## config.mk

```make
export PLATFORM = sky130hd
export DESIGN_NAME = dirty_line_window_updater_unit
export DESIGN_NICKNAME = d
export VERILOG_FILES = /design/src/hw/rtl/dlwu_pkg.sv /design/src/hw/rtl/dirty_line_window_updater_unit.sv
export SDC_FILE = /design/constraint.sdc
export NUM_CORES = 1
export LEC_CHECK = 0
export BUFFER_PORTS_ARGS = -buffer_cell sky130_fd_sc_hd__buf_2
export CAP_MARGIN = 5
export CORE_MARGIN = 2
export CORE_UTILIZATION = 60
export DETAILED_ROUTE_END_ITERATION = 6
export PLACE_DENSITY = 0.76
export SLEW_MARGIN = 20
export SYNTH_ARGS = -nofsm -noshare
export SYNTH_HDL_FRONTEND = slang
export SYNTH_SLANG_ARGS = --single-unit
```

## constraint.sdc

```tcl
create_clock -name clock -period 15 [get_ports clock]
set_input_delay 0 -clock clock [delete_from_list [all_inputs] [get_ports clock]]
set_output_delay 0 -clock clock [all_outputs]
set_load 0.05 [all_outputs]
```

## src/hw/rtl/dlwu_pkg.sv

```systemverilog
// ----------------------------------------------------------------------------
// Dirty line window updater package
// Shared codes, register indexes, reset values and widths for the updater.
// ----------------------------------------------------------------------------
package dlwu_pkg;

   localparam int MAX_LINES  = 1024;
   localparam int PAGE_BYTES = 4096;

   localparam int LOW_W      = $clog2(MAX_LINES);
   localparam int LINE_W     = 11;
   localparam int COL_W      = 11;
   localparam int BPL_W      = 13;
   localparam int SHIFT_W    = 10;
   localparam int PAGE_W     = 10;
   localparam int OFFSET_W   = 22;
   localparam int LENGTH_W   = 23;
   localparam int CSR_IDX_W  = 4;
   localparam int CSR_DATA_W = 16;
   localparam int SLOT_W     = 4;

   localparam logic [LOW_W-1:0]  LOW_MAX  = LOW_W'(MAX_LINES - 1);
   localparam logic [LINE_W-1:0] HIGH_MAX = {LINE_W{1'b1}};

   typedef enum logic [1:0] {
      OP_LINE_MARK = 2'd0,
      OP_PAGE_MARK = 2'd1,
      OP_FLUSH     = 2'd2,
      OP_NONE      = 2'd3
   } opcode_type;

   localparam logic [CSR_IDX_W-1:0] CSR_FRAME_LINES    = CSR_IDX_W'(0);
   localparam logic [CSR_IDX_W-1:0] CSR_FRAME_COLUMNS  = CSR_IDX_W'(1);
   localparam logic [CSR_IDX_W-1:0] CSR_BYTES_PER_LINE = CSR_IDX_W'(2);
   localparam logic [CSR_IDX_W-1:0] CSR_COLUMN_SHIFT   = CSR_IDX_W'(3);

   localparam logic [LINE_W-1:0]  RST_FRAME_LINES    = LINE_W'(240);
   localparam logic [COL_W-1:0]   RST_FRAME_COLUMNS  = COL_W'(240);
   localparam logic [BPL_W-1:0]   RST_BYTES_PER_LINE = BPL_W'(480);
   localparam logic [SHIFT_W-1:0] RST_COLUMN_SHIFT   = SHIFT_W'(80);

   localparam logic [7:0] CMD_COLUMN = 8'h2A;
   localparam logic [7:0] CMD_PAGE   = 8'h2B;
   localparam logic [7:0] CMD_WRITE  = 8'h2C;

   localparam logic [SLOT_W-1:0] SLOT_COL_CMD   = SLOT_W'(0);
   localparam logic [SLOT_W-1:0] SLOT_COL_SH    = SLOT_W'(1);
   localparam logic [SLOT_W-1:0] SLOT_COL_SL    = SLOT_W'(2);
   localparam logic [SLOT_W-1:0] SLOT_COL_EH    = SLOT_W'(3);
   localparam logic [SLOT_W-1:0] SLOT_COL_EL    = SLOT_W'(4);
   localparam logic [SLOT_W-1:0] SLOT_PAGE_CMD  = SLOT_W'(5);
   localparam logic [SLOT_W-1:0] SLOT_PAGE_SH   = SLOT_W'(6);
   localparam logic [SLOT_W-1:0] SLOT_PAGE_SL   = SLOT_W'(7);
   localparam logic [SLOT_W-1:0] SLOT_PAGE_EH   = SLOT_W'(8);
   localparam logic [SLOT_W-1:0] SLOT_PAGE_EL   = SLOT_W'(9);
   localparam logic [SLOT_W-1:0] SLOT_WRITE_CMD = SLOT_W'(10);
   localparam logic [SLOT_W-1:0] SLOT_DESC      = SLOT_W'(11);

   typedef enum logic [5:0] {
      ST_IDLE    = 6'b000001,
      ST_DIV_LO  = 6'b000010,
      ST_DIV_HI  = 6'b000100,
      ST_MUL_OFF = 6'b001000,
      ST_MUL_LEN = 6'b010000,
      ST_EMIT    = 6'b100000
   } state_type;

endpackage

```

## src/hw/rtl/dirty_line_window_updater_unit.sv

```systemverilog
// ----------------------------------------------------------------------------
// Dirty line window updater unit
// Keeps the dirty line window of a serial display panel and, on a flush,
// issues the window commands followed by a framebuffer fetch descriptor.
// Line marks widen the window directly. Page marks run two passes of the
// shared restoring divider, one bit a cycle. A flush computes the fetch offset,
// then the fetch length, before the first of its 12 results, then one result per
// cycle while the consumer is ready; one transaction is in progress at a time.
// Synchronous reset restores the register defaults and clears the window.
// ----------------------------------------------------------------------------
module dirty_line_window_updater_unit #(
   parameter int PAGE_BYTES = dlwu_pkg::PAGE_BYTES
) (
   input  logic                              clock,
   input  logic                              reset,

   input  logic                              req_valid,
   output logic                              req_ready,
   input  logic [1:0]                        req_opcode,
   input  logic                              req_whole_frame,
   input  logic [dlwu_pkg::LOW_W-1:0]        req_first_line,
   input  logic [dlwu_pkg::LINE_W-1:0]       req_line_count,
   input  logic [dlwu_pkg::PAGE_W-1:0]       req_page_number,

   output logic                              rsp_valid,
   input  logic                              rsp_ready,
   output logic                              rsp_kind,
   output logic [7:0]                        rsp_panel_byte,
   output logic                              rsp_data_flag,
   output logic [dlwu_pkg::OFFSET_W-1:0]     rsp_fetch_offset,
   output logic [dlwu_pkg::LENGTH_W-1:0]     rsp_fetch_length,
   output logic                              rsp_last,

   input  logic                              csr_valid,
   output logic                              csr_ready,
   input  logic [dlwu_pkg::CSR_IDX_W-1:0]    csr_index,
   input  logic [dlwu_pkg::CSR_DATA_W-1:0]   csr_wdata
);

   localparam int LOW_W   = dlwu_pkg::LOW_W;
   localparam int LINE_W  = dlwu_pkg::LINE_W;
   localparam int BPL_W   = dlwu_pkg::BPL_W;
   localparam int DQ_W    = $clog2(dlwu_pkg::MAX_LINES * PAGE_BYTES);
   localparam int CNT_W   = $clog2(DQ_W + 1);
   localparam int REM_W   = BPL_W;
   localparam int PROD_W  = LINE_W + BPL_W;

   localparam logic [DQ_W-1:0] PB_V  = DQ_W'(PAGE_BYTES);
   localparam logic [DQ_W-1:0] PB_M1 = DQ_W'(PAGE_BYTES - 1);

   dlwu_pkg::state_type state_ff, state_in;

   logic [LINE_W-1:0]            fl_ff, fl_in;
   logic [dlwu_pkg::COL_W-1:0]   fc_ff, fc_in;
   logic [BPL_W-1:0]             bpl_ff, bpl_in;
   logic [dlwu_pkg::SHIFT_W-1:0] cs_ff, cs_in;
   logic [LOW_W-1:0]             low_ff, low_in;
   logic [LINE_W-1:0]            high_ff, high_in;

   logic [DQ_W-1:0]              dq_ff, dq_in;
   logic [REM_W-1:0]             rem_ff, rem_in;
   logic [CNT_W-1:0]             cnt_ff, cnt_in;
   logic [DQ_W-1:0]              base_ff, base_in;
   logic [LOW_W-1:0]             lo_ff, lo_in;
   logic [LOW_W-1:0]             s_ff, s_in;
   logic [LINE_W-1:0]            e_ff, e_in;
   logic [dlwu_pkg::OFFSET_W-1:0] off_ff, off_in;
   logic [dlwu_pkg::LENGTH_W-1:0] len_ff, len_in;
   logic [dlwu_pkg::SLOT_W-1:0]  slot_ff, slot_in;

   logic [LINE_W-1:0]            last_line;
   logic [dlwu_pkg::COL_W-1:0]   col_end;
   logic [LINE_W:0]              xe;
   logic [LINE_W:0]              line_end;
   logic [DQ_W-1:0]              page_base;
   logic                         window_bad;

   logic [REM_W:0]               rem_sh;
   logic [REM_W+1:0]             diff_w;
   logic                         borrow;
   logic [DQ_W-1:0]              quot;
   logic                         div_last;

   logic [LINE_W-1:0]            mul_a;
   logic [PROD_W-1:0]            product;

   logic                         wid_en;
   logic [LOW_W-1:0]             wid_lo;
   logic [LINE_W:0]              wid_hi;
   logic [LINE_W-1:0]            wid_hi_sat;

   assign last_line = (fl_ff == '0) ? '0 : fl_ff - LINE_W'(1);
   assign col_end   = (fc_ff == '0) ? '0 : fc_ff - dlwu_pkg::COL_W'(1);
   assign xe        = (LINE_W + 1)'(col_end) + (LINE_W + 1)'(cs_ff);
   assign line_end  = (LINE_W + 1)'(req_first_line) + (LINE_W + 1)'(req_line_count)
                      - (LINE_W + 1)'(1);
   assign page_base = DQ_W'(req_page_number) * PB_V;
   assign window_bad = (LINE_W'(low_ff) > high_ff) || (LINE_W'(low_ff) > last_line)
                       || (high_ff > last_line);

   assign rem_sh   = {rem_ff, dq_ff[DQ_W-1]};
   assign diff_w   = {1'b0, rem_sh} - (REM_W + 2)'(bpl_ff);
   assign borrow   = diff_w[REM_W+1];
   assign quot     = {dq_ff[DQ_W-2:0], ~borrow};
   assign div_last = (cnt_ff == CNT_W'(DQ_W - 1));

   assign mul_a   = (state_ff == dlwu_pkg::ST_MUL_OFF) ? LINE_W'(s_ff)
                    : e_ff - LINE_W'(s_ff) + LINE_W'(1);
   assign product = PROD_W'(mul_a) * PROD_W'(bpl_ff);

   assign req_ready = (state_ff == dlwu_pkg::ST_IDLE);
   assign csr_ready = 1'b1;

   always_comb begin
      state_in = state_ff;
      fl_in    = fl_ff;
      fc_in    = fc_ff;
      bpl_in   = bpl_ff;
      cs_in    = cs_ff;
      low_in   = low_ff;
      high_in  = high_ff;
      dq_in    = dq_ff;
      rem_in   = rem_ff;
      cnt_in   = cnt_ff;
      base_in  = base_ff;
      lo_in    = lo_ff;
      s_in     = s_ff;
      e_in     = e_ff;
      off_in   = off_ff;
      len_in   = len_ff;
      slot_in  = slot_ff;
      wid_en   = 1'b0;
      wid_lo   = '0;
      wid_hi   = '0;

      if (csr_valid) begin
         case (csr_index)
            dlwu_pkg::CSR_FRAME_LINES:    fl_in  = csr_wdata[LINE_W-1:0];
            dlwu_pkg::CSR_FRAME_COLUMNS:  fc_in  = csr_wdata[dlwu_pkg::COL_W-1:0];
            dlwu_pkg::CSR_BYTES_PER_LINE: bpl_in = csr_wdata[BPL_W-1:0];
            dlwu_pkg::CSR_COLUMN_SHIFT:   cs_in  = csr_wdata[dlwu_pkg::SHIFT_W-1:0];
            default: ;
         endcase
      end

      case (state_ff)
         dlwu_pkg::ST_IDLE: begin
            if (req_valid) begin
               case (dlwu_pkg::opcode_type'(req_opcode))
                  dlwu_pkg::OP_LINE_MARK: begin
                     if (req_whole_frame) begin
                        wid_en = 1'b1;
                        wid_lo = '0;
                        wid_hi = (LINE_W + 1)'(last_line);
                     end else if (req_line_count != '0) begin
                        wid_en = 1'b1;
                        wid_lo = req_first_line;
                        wid_hi = line_end;
                     end
                  end
                  dlwu_pkg::OP_PAGE_MARK: begin
                     if (bpl_ff != '0) begin
                        dq_in    = page_base;
                        base_in  = page_base;
                        rem_in   = '0;
                        cnt_in   = '0;
                        state_in = dlwu_pkg::ST_DIV_LO;
                     end
                  end
                  dlwu_pkg::OP_FLUSH: begin
                     s_in     = window_bad ? '0 : low_ff;
                     e_in     = window_bad ? last_line : high_ff;
                     low_in   = (last_line > LINE_W'(dlwu_pkg::LOW_MAX)) ? dlwu_pkg::LOW_MAX
                                : last_line[LOW_W-1:0];
                     high_in  = '0;
                     slot_in  = dlwu_pkg::SLOT_COL_CMD;
                     state_in = dlwu_pkg::ST_MUL_OFF;
                  end
                  default: ;
               endcase
            end
         end
         dlwu_pkg::ST_DIV_LO: begin
            rem_in = borrow ? rem_sh[REM_W-1:0] : diff_w[REM_W-1:0];
            dq_in  = quot;
            cnt_in = cnt_ff + CNT_W'(1);
            if (div_last) begin
               lo_in    = (quot > DQ_W'(dlwu_pkg::LOW_MAX)) ? dlwu_pkg::LOW_MAX
                          : quot[LOW_W-1:0];
               dq_in    = base_ff + PB_M1;
               rem_in   = '0;
               cnt_in   = '0;
               state_in = dlwu_pkg::ST_DIV_HI;
            end
         end
         dlwu_pkg::ST_DIV_HI: begin
            rem_in = borrow ? rem_sh[REM_W-1:0] : diff_w[REM_W-1:0];
            dq_in  = quot;
            cnt_in = cnt_ff + CNT_W'(1);
            if (div_last) begin
               wid_en   = 1'b1;
               wid_lo   = lo_ff;
               wid_hi   = (quot > DQ_W'(last_line)) ? (LINE_W + 1)'(last_line)
                          : quot[LINE_W:0];
               state_in = dlwu_pkg::ST_IDLE;
            end
         end
         dlwu_pkg::ST_MUL_OFF: begin
            off_in   = product[dlwu_pkg::OFFSET_W-1:0];
            state_in = dlwu_pkg::ST_MUL_LEN;
         end
         dlwu_pkg::ST_MUL_LEN: begin
            len_in   = product[dlwu_pkg::LENGTH_W-1:0];
            state_in = dlwu_pkg::ST_EMIT;
         end
         dlwu_pkg::ST_EMIT: begin
            if (rsp_ready) begin
               if (slot_ff == dlwu_pkg::SLOT_DESC) begin
                  state_in = dlwu_pkg::ST_IDLE;
               end else begin
                  slot_in = slot_ff + dlwu_pkg::SLOT_W'(1);
               end
            end
         end
         default: state_in = dlwu_pkg::ST_IDLE;
      endcase

      wid_hi_sat = (wid_hi > (LINE_W + 1)'(dlwu_pkg::HIGH_MAX)) ? dlwu_pkg::HIGH_MAX
                   : wid_hi[LINE_W-1:0];
      if (wid_en) begin
         if (wid_lo < low_ff) begin
            low_in = wid_lo;
         end
         if (wid_hi_sat > high_ff) begin
            high_in = wid_hi_sat;
         end
      end
   end

   always_ff @(posedge clock) begin
      if (reset) begin
         state_ff <= dlwu_pkg::ST_IDLE;
         fl_ff    <= dlwu_pkg::RST_FRAME_LINES;
         fc_ff    <= dlwu_pkg::RST_FRAME_COLUMNS;
         bpl_ff   <= dlwu_pkg::RST_BYTES_PER_LINE;
         cs_ff    <= dlwu_pkg::RST_COLUMN_SHIFT;
         low_ff   <= '0;
         high_ff  <= '0;
      end else begin
         state_ff <= state_in;
         fl_ff    <= fl_in;
         fc_ff    <= fc_in;
         bpl_ff   <= bpl_in;
         cs_ff    <= cs_in;
         low_ff   <= low_in;
         high_ff  <= high_in;
      end
   end

   always_ff @(posedge clock) begin
      dq_ff   <= dq_in;
      rem_ff  <= rem_in;
      cnt_ff  <= cnt_in;
      base_ff <= base_in;
      lo_ff   <= lo_in;
      s_ff    <= s_in;
      e_ff    <= e_in;
      off_ff  <= off_in;
      len_ff  <= len_in;
      slot_ff <= slot_in;
   end

   assign rsp_valid        = (state_ff == dlwu_pkg::ST_EMIT);
   assign rsp_kind         = (slot_ff == dlwu_pkg::SLOT_DESC);
   assign rsp_last         = (slot_ff == dlwu_pkg::SLOT_DESC);
   assign rsp_fetch_offset = rsp_kind ? off_ff : '0;
   assign rsp_fetch_length = rsp_kind ? len_ff : '0;

   always_comb begin
      rsp_data_flag  = 1'b1;
      rsp_panel_byte = '0;
      case (slot_ff)
         dlwu_pkg::SLOT_COL_CMD: begin
            rsp_panel_byte = dlwu_pkg::CMD_COLUMN;
            rsp_data_flag  = 1'b0;
         end
         dlwu_pkg::SLOT_COL_SH:    rsp_panel_byte = 8'(cs_ff >> 8);
         dlwu_pkg::SLOT_COL_SL:    rsp_panel_byte = cs_ff[7:0];
         dlwu_pkg::SLOT_COL_EH:    rsp_panel_byte = 8'(xe >> 8);
         dlwu_pkg::SLOT_COL_EL:    rsp_panel_byte = xe[7:0];
         dlwu_pkg::SLOT_PAGE_CMD: begin
            rsp_panel_byte = dlwu_pkg::CMD_PAGE;
            rsp_data_flag  = 1'b0;
         end
         dlwu_pkg::SLOT_PAGE_SH:   rsp_panel_byte = 8'(s_ff >> 8);
         dlwu_pkg::SLOT_PAGE_SL:   rsp_panel_byte = s_ff[7:0];
         dlwu_pkg::SLOT_PAGE_EH:   rsp_panel_byte = 8'(e_ff >> 8);
         dlwu_pkg::SLOT_PAGE_EL:   rsp_panel_byte = e_ff[7:0];
         dlwu_pkg::SLOT_WRITE_CMD: begin
            rsp_panel_byte = dlwu_pkg::CMD_WRITE;
            rsp_data_flag  = 1'b0;
         end
         default: ;
      endcase
   end

   // The block never offers a result while it can take a new transaction.
   a_one_at_a_time: assert property (@(posedge clock) disable iff (reset)
      !(req_ready && rsp_valid))
      else $error("request and response channels active together");

   // A flush leaves the tracker with an empty upper bound.
   a_flush_clears_high: assert property (@(posedge clock) disable iff (reset)
      (req_valid && req_ready && (req_opcode == dlwu_pkg::OP_FLUSH)) |=> (high_ff == '0))
      else $error("flush did not reset the dirty window");

   // Once the descriptor has gone, the block is free for the next transaction.
   a_ready_after_last: assert property (@(posedge clock) disable iff (reset)
      (rsp_valid && rsp_ready && rsp_last) |=> req_ready)
      else $error("not ready after the closing descriptor");

   // The emitted window never starts after it ends.
   a_window_ordered: assert property (@(posedge clock) disable iff (reset)
      rsp_valid |-> (LINE_W'(s_ff) <= e_ff))
      else $error("flushed window is inverted");

endmodule

```

[Yosys cells after proc, flatten, opt, wreduce, memory -nomap -nowiden]
Cells that the tools add are included.
Operators by class
  $mul: 1
  equal/unequal tests: 34
  reductions and logical operators: 22
  multiplexer cells: 68
  bitwise gates (word level): 1
  magnitude comparators: 9
  add/subtract/negate cells: 11
Operators by type and width (number)
  $mux W10: 11
  $mux W11: 10
  $mux W22: 5
  $pmux W8 S11: 1
  $mux W12: 6
  $pmux W22 S3: 1
  $mux W13: 5
  $pmux W13 S3: 1
  $mux W6: 6
  $pmux W6 S6: 1
  $pmux W12 S2: 1
  $mul A11 B13 Y23: 1
  $mux W23: 1
  $add A22 B12 Y22 const B: 1
  $gt A10 B11 Y1: 2
  $gt A11 B11 Y1: 2
  $gt A22 B10 Y1 const B: 1
  $gt A22 B11 Y1: 1
  $logic_not A11 Y1: 2
  $sub A11 B1 Y11 const B: 2
  $mux W5: 4
  $pmux W10 S2: 1
  $eq A4 B2 Y1 const B: 4
  $eq A4 B3 Y1 const B: 4
  other kinds (46): 72
Storage, ports and cells
  output and inout bits: 59
  flip-flop bits (word level): 202
  bits of input ports: 59
  word-level logic and storage cells: 163

[Longest topological paths before layout]
Gate-level depths: netlist of run 1.
  word-level depth: 12
  gate-level depth with buffers: 31
  gate-level depth less buffers: 29

[Worst setup path before layout of run 1]
Ideal clock, no wire load.
  path type: reg2reg
  start point: register s_ff[1]
  end point: register len_ff[22] (netlist bit) (data pin)
  stages on the path, launching flop included: 27
  setup slack: 7.293 ns
  setup time: 0.260 ns
  data arrival time: 7.447 ns
  period minus slack after synthesis: 7.707 ns
  path buffers: 1
  required time: 14.740 ns
  path through: edfxtp_1 ha_1 inv_1 ha_1 fa_1 a21o_1 a21oi_1 o21bai_1 a211o_1 a2111o_1 nand3_1 clkbuf_1 nand2_1 fa_1 inv_1 fa_1 fa_1 fa_1 fa_1 ha_1 a211oi_1 o21bai_1 a211o_1 a2111oi_0 o31ai_1 a31oi_1 xnor2_1
On the way
  word-level cells in the longest chain between the ends: 4
RTL lines
  from (decl): line dirty_line_window_updater_unit.sv:65  | logic [LOW_W-1:0] s_ff, s_in;
  from (signal assigned): line dirty_line_window_updater_unit.sv:266  | s_ff <= s_in;
  $sub A11 B10 Y11: line dirty_line_window_updater_unit.sv:108  | : e_ff - LINE_W'(s_ff) + LINE_W'(1);
  $add A11 B1 Y11: line dirty_line_window_updater_unit.sv:108
  $mux W11 *: line dirty_line_window_updater_unit.sv:107  | assign mul_a = (state_ff == dlwu_pkg::ST_MUL_OFF) ? LINE_W'(s_ff)
  $mul A11 B13 Y23 *: line dirty_line_window_updater_unit.sv:109  | assign product = PROD_W'(mul_a) * PROD_W'(bpl_ff);
  via product[22]: line dirty_line_window_updater_unit.sv:85  | logic [PROD_W-1:0] product;
  to (signal assigned): line dirty_line_window_updater_unit.sv:269  | len_ff <= len_in;
  to (decl): line dirty_line_window_updater_unit.sv:68  | logic [dlwu_pkg::LENGTH_W-1:0] len_ff, len_in;
The timed path passes the listed nets; every way through them passes the cells marked *.
A chain may end at the register's enable or synchronous reset.

[Final worst setup path of run 1]
Ends and elaborated chain as after synthesis.

==> results_dict.tcl, run 1 <==
set metrics [dict create \
    start_kind "register" \
    synth_seq_cells 202 \
    cpPeakStageDelay_ns 0.88 \
    worst_pin_slew_ns 1.196 \
    post-route-min-period_ns 8.877 \
    cts_buffers 24 \
    cp.required_ns 15.28 \
    num_rows 63 \
    ctsLongestPathBuffers 3 \
    clk_pin_slew_ns 0.06 \
    post_dp_cell_area_sq_mm 0.01908 \
    ys_seq_area_frac 0.2930 \
    synth_common_cells "inv_1 (242), nand2_1 (196), ha_1 (192)" \
    track_usage 0.3174 \
    endpoint_kind "register" \
    drive_gt1_frac 0.09579 \
    post-layout-total-power_mw 4.390 \
    status "finished, final reports clean" \
    setup_viol_count_final 0 \
    timing.hold.ws_ns 0.03209 \
    grt-ovfl-total 0 \
    yosysMostFrequentCell "inv_1" \
    gp_congestion 0.9752 \
    power.leakage_nw 9.340 \
    hold_viol 0 \
    ys_warn_count 0 \
    cp_common_cell "fa_1" \
    die_y_microns 178.4 \
    criticalPathCategory "register to register" \
    yosysUniqueCellTypes 90 \
    fin_area_sq_mm 0.02025 \
    holdCritPathClass "primary input to register" \
    synth_area_leaders "edfxtp_1 (21%), ha_1 (13%), fa_1 (11%)" \
    antenna_cells 0 \
    drv_cap 0 \
    wl_per_cell_microns 19.51 \
    finClkSkew_ns 0.01206 \
    crit_slowest_cell "a2111oi_0" \
    async_reset_ff_frac 0 \
    synth_nets 2363 \
    finalSetupTns_ns 0 \
    antenna_found_initial 0 \
    slew_viol_final 0 \
    post_cts_resized 0 \
    min_period_over_period 0.5918 \
    fmax_mhz 112.7 \
    timing.slew.headroom 0.2026 \
    die-area_sq_mm 0.03181 \
    grt_start_max_net_pins 57 \
    synth-edff-count 130 \
    hpwl_mm 36.88 \
    synth_top_cell_area_share 0.2140 \
    worstPathMaxFanout 11 \
    yosys.area.top_type "edfxtp_1" \
    r2r_start "s_ff[1]" \
    startpoint "s_ff[1]" \
    ys.flop_type "edfxtp_1" \
    clkLatencyLatePin_ns 0.54 \
    area_growth_pct 11.01 \
    rsz0062_at_grt "false" \
    worstHoldStart "req_first_line[9]" \
    ant_nets 0 \
    cts.hold.buffers_added 42 \
    start_util 0.6122 \
    boundaryPins 118 \
    nets 2475 \
    powerDensity_mw_per_mm2 216.8 \
    clockRootBuffer "clkbuf_16" \
    vias 15581 \
    via_per_inst 6.158 \
    rrSetupSlack_ns 6.12 \
    crit_arrival_ns 9.16 \
    port_buffers 113 \
    drc 0 \
    cts_setup_buffers 0 \
    synth_cells 2011 \
    cts.sinks 202 \
    cts_tree "done" \
    grt_pass1_wl_mm 79.74 \
    drt_pass1_iterations 6 \
    die_w_microns 178.4 \
    routed_wl_mm 49.35 \
    postSynthAreaPerCell_sq_um 9.071 \
    max-vdd-ir-drop_uv 468.0 \
    core_sq_mm 0.02980 \
    grt_pass1_vias 15417 \
    synth_area_sq_mm 0.01824 \
    cts-htree-levels 1 \
    drt_iter0_drc 1497 \
]
[placed cells by master (no fill, tap or decap), types with 20 or more instances in the layout]
master         Yosys  final
a21o_1            33     33
a21oi_1          102    101
and2_1            62     62
and3_1            57     57
buf_2              8    113
clkbuf_16          0     24
dfxtp_1           72     72
dlygate4sd3_1      0     42
edfxtp_1         130    130
fa_1             101    101
ha_1             192    192
inv_1            242    242
mux2i_1           54     54
nand2_1          196    196
nand2b_1          20     20
nand3_1           50     50
nor2_1           127    125
nor3_1            37     36
o21ai_0           68     68
or3_1             24     24
xnor2_1           43     43
[cells by family after synthesis]
| kind of cell | after synthesis | synth area share |
|---|---|---|
| other cells | 1 | 0.0002056 |
| buf+inv | 334 | 0.07140 |
| flops | 202 | 0.2930 |
| simple gates | 665 | 0.1839 |
| fa+ha+maj | 293 | 0.2425 |
| mux | 58 | 0.03210 |
| xor+xnor | 60 | 0.02881 |
| compound gates | 398 | 0.1481 |
[layout make-up]
cell class,instances,area (sq um)
Tap cell,390,488.0
Sequential cell,202,5345
Clock inverter,17,140.1
Inverter,248,932.1
Multi-Input combinational cell,1475,11620
Fill cell,2348,9545
Clock buffer,26,608.1
Timing Repair Buffer,172,1114
[power by group]
part	internal, mW	switching [mW]	total, mW
clock network	0.313	0.253	0.566
logic	1.21	1.72	2.93
registers	0.865	0.0320	0.897
total	2.39	2.00	4.39
[flip-flops by register name, summed over array words and instances, names as in the netlist]
| signal | flops |
|---|---|
| base_ff | 10 |
| rem_ff | 13 |
| slot_ff | 4 |
| cs_ff | 10 |
| fl_ff | 11 |
| state_ff | 6 |
| high_ff | 11 |
| off_ff | 22 |
| bpl_ff | 13 |
| s_ff | 10 |
| lo_ff | 10 |
| low_ff | 10 |
| cnt_ff | 5 |
| fc_ff | 11 |
| e_ff | 11 |
| dq_ff | 22 |
| len_ff | 23 |
[path summary, 6_finish.rpt]
| kind | endpoint | cells past startpoint |
|---|---|---|
| worst max-delay path | len_ff[22] | 25 |
| worst min-delay path | low_ff[9] | 5 |
| worst max register to register | len_ff[22] | 25 |
| worst min register to register | fc_ff[9] | 2 |
[critical path: cells and delay by family, from the launching register on]
family | cells | cell delay (ns)
adders and majority gates | 9 | 4.01
AOI/OAI and AO/OA | 11 | 3.44
and+or+nand+nor | 2 | 0.50
DFF | 1 | 0.47
buffers and inverters | 2 | 0.10
xor gates and xnor gates | 1 | 0.09
[per-layer routing]
metal	share of wire	wire length, microns	track usage	up-vias
met4	0.034	1655	0.1084	0
met2	0.47	23070	0.5253	675
li1	-	-	-	7308
met5	0	0	0	-
met3	0.081	3996	0.05030	126
met1	0.42	20630	0.4247	7472
[stage by stage]
stage          utilization  cells  setup WS (ns)
6_report            0.6796   2530          6.123
5_1_grt             0.6796   2530          5.727
4_1_cts             0.6795   2530          6.201
3_5_place_dp        0.6403   2445          6.296
3_3_place_gp        0.6401   2445          6.308
2_1_floorplan            -   2011          7.293
No activity file was read; power rests on OpenSTA's default activity.
==> run 2, diff against run 1 <==
- ABC_AREA: not set -> 1
- clock period: 15 -> 9.1 ns (I/O delays scaled with it)
==> run 2 against run 1 <==
- via count rose by 6.4%
- combinational power rose by 7.8%
- routed wire length rose by 0.56%
- first-iteration DRC count fell by 16%
- synthesized cell count rose by 19%
- clock power rose by 58%
- count of clock-buffer cells in the layout fell by 1
- sequential power rose by 47%
- largest cell class unchanged
- global-route usage fell by 1.2 points
- worst setup slack got worse by 4.4 ns
- synthesized area rose by 1.3%
==> results_dict.tcl, run 2 <==
set metrics [dict create \
    post-route-min-period_ns 7.332 \
    clockRootBuffer "clkbuf_16" \
    dp_cells 2846 \
    synth-edff-count 130 \
    post_cts_resized 0 \
    wl_per_cell_microns 17.00 \
    intPower_mw 2.966 \
    instances_no_fill 2920 \
    slew_viol_final 0 \
    fin_area_sq_mm 0.02036 \
    worstPathMaxFanout 11 \
    netSwitchingFraction 0.4490 \
    cts.hold.buffers_added 32 \
    grt_pass1_wl_mm 80.47 \
    boundaryPins 118 \
    global_route.usage.met3 0.04538 \
    num_rows 64 \
    hpwl_mm 38.02 \
    cts-htree-levels 1 \
    p_seq_frac 0.246 \
    ys_seq_area_frac 0.2893 \
    cts_tree "done" \
    yosysUniqueCellTypes 61 \
    crit_arrival_ns 7.61 \
    port_buffers 113 \
    synth_area_sq_mm 0.01848 \
    antenna_cells 0 \
    gp_congestion 0.9538 \
    yosys.area.top_type "edfxtp_1" \
    endpoint_kind "register" \
    yosysMostFrequentCell "inv_1" \
    antenna_found_initial 0 \
    grt-ovfl-total 0 \
    via_per_inst 5.679 \
    netSwitchingPower_mw 2.416 \
    ant_nets 0 \
    cp.required_ns 9.38 \
    drv_cap 0 \
    routed_wl_mm 49.63 \
    post_dp_cell_area_sq_mm 0.01933 \
    rsz0062_at_grt "false" \
    top_usage_layer "met2" \
    start_util 0.6072 \
    synth_top_cell_area_share 0.2113 \
    synth_seq_cells 202 \
    regMostFlops "len_ff" \
    drc 0 \
    core_sq_mm 0.03043 \
    min_period_over_period 0.8057 \
    largest_reg_flops 23 \
    grt_pass1_vias 16301 \
    power.leakage_nw 10.04 \
    vias 16583 \
    grt_start_max_net_pins 46 \
    ctsLongestPathBuffers 3 \
    worst_pin_slew_ns 1.054 \
    drive_gt1_frac 0.08597 \
    nets 2859 \
    ys_warn_count 0 \
    synth_common_cells "inv_1 (441), nand2_1 (440), nor2_1 (241)" \
    synth_area_leaders "edfxtp_1 (21%), ha_1 (13%), fa_1 (11%)" \
    area_growth_pct 10.17 \
    powerDensity_mw_per_mm2 264.4 \
    criticalPathCategory "register to register" \
    async_reset_ff_frac 0 \
    use_met2 0.5229 \
    fmax_mhz 136.4 \
    fin_util 0.6690 \
    post-layout-total-power_mw 5.382 \
    die-area_sq_mm 0.03221 \
    clk_pin_slew_ns 0.06 \
    timing.slew.headroom 0.2913 \
    met1_usage 0.3861 \
    combPwrFrac 0.588 \
    drt_iter0_drc 1253 \
    cts.sinks 202 \
    status "finished, final reports clean" \
    max-vdd-ir-drop_uv 343.8 \
    synth_nets 2741 \
    postSynthAreaPerCell_sq_um 7.734 \
    start_kind "register" \
    synth_cells 2389 \
    final_cell_mix "inv_1 (441), nand2_1 (440), nor2_1 (241)" \
    hold_viol 0 \
    cts_buffers 23 \
    track_usage 0.3057 \
    power_frac_clock 0.166 \
    setup_viol_count_final 0 \
    cts_setup_buffers 0 \
    top_regs "len_ff (23), dq_ff (22), off_ff (22)" \
    ys.flop_type "edfxtp_1" \
    finClkSkew_ns 0.01358 \
    die_y_microns 179.5 \
    drt_pass1_iterations 6 \
    final_common_cell "inv_1" \
    clkLatencyLatePin_ns 0.53 \
    holdCritPathClass "primary input to register" \
    die_w_microns 179.5 \
    finalSetupTns_ns 0 \
]
## run 2: changes by cell type after synthesis, moves of 26 or more
cell	delta
nor2_1	+114
o21ai_0	+41
a21o_1	-26
xnor2_1	-26
a21oi_1	+72
nand2_1	+244
inv_1	+199
and3_1	-57
and2_1	-61
clkbuf_1	-35
nand3_1	+99
mux2i_1	-54
## run 2: stage by stage
| step | hold WS (ns) | setup WS, ns |
|---|---|---|
| floorplan | 0.09887 | 2.641 |
| global placement | 0.1922 | 1.954 |
| detailed placement | 0.1960 | 1.864 |
| CTS | 0.005277 | 1.864 |
| global route | 0.06674 | 1.287 |
| finish | 0.01966 | 1.768 |
## run 2: worst max-delay path: stages (launching register included)
cell and delay (ns):
edfxtp_1 0.47, ha_1 0.33, inv_1 0.04, ha_1 0.23, fa_1 0.42, nand3_1 0.10
nand2_1 0.11, nand2_1 0.08, nand2_1 0.05, a21oi_1 0.16, xor2_1 0.10, or2_2 0.42
nand2_1 0.15, nand2_1 0.11, fa_1 0.51, fa_1 0.48, fa_1 0.55, inv_1 0.05
fa_1 0.46, fa_1 0.49, ha_1 0.36, nand2_1 0.12, nor4_1 0.50, a21oi_1 0.19
o21bai_1 0.31, nand3_1 0.15, nand3_1 0.09, nand2_1 0.06
## run 2: worst paths after layout
check / startpoint / endpoint / slack (ns) / cells past startpoint
setup / recovery: s_ff[1] / off_ff[20] / 1.77 / 27
hold / removal: req_whole_frame / high_ff[9] / 0.02 / 6
setup reg to reg: s_ff[1] / off_ff[20] / 1.77 / 27
hold reg to reg: cs_ff[0] / cs_ff[0] / 0.49 / 2
## run 2: logic make-up after synthesis
logic type	Yosys count	synth area share
xor gates and xnor gates	46	0.02181
buffers and inverters	526	0.1109
AOI/OAI and AO/OA	381	0.1181
and+or+nand+nor	940	0.2202
other	1	0.0002030
adders and majority gates	293	0.2395
DFF	202	0.2893
## run 2: metal layers
layer  vias up  routed length, microns
li1       8014                       -
met1      7686                   20200
met2       712                   23330
met3       171                    3858
met4         0                    2243
met5         -                       0
## run 2: cell type report
cell class / instances / area (sq um)
multi-input combinational: 1661 / 11100
tap: 396 / 495.5
sequential: 202 / 5345
timing repair buffer: 158 / 983.4
fill: 2616 / 10070
clock inverter: 17 / 121.4
inverter: 461 / 1730
clock buffer: 25 / 583.1
## run 2: power by group through the flow
stage                     sequential (mW)  clock (mW)  combinational (mW)
after floorplan                      1.33           0                2.45
after global placement               1.34           0                3.01
after detailed placement             1.34           0                3.09
after CTS                            1.32       0.901                3.13
after global routing                 1.33       0.939                3.60
final                                1.32       0.894                3.16
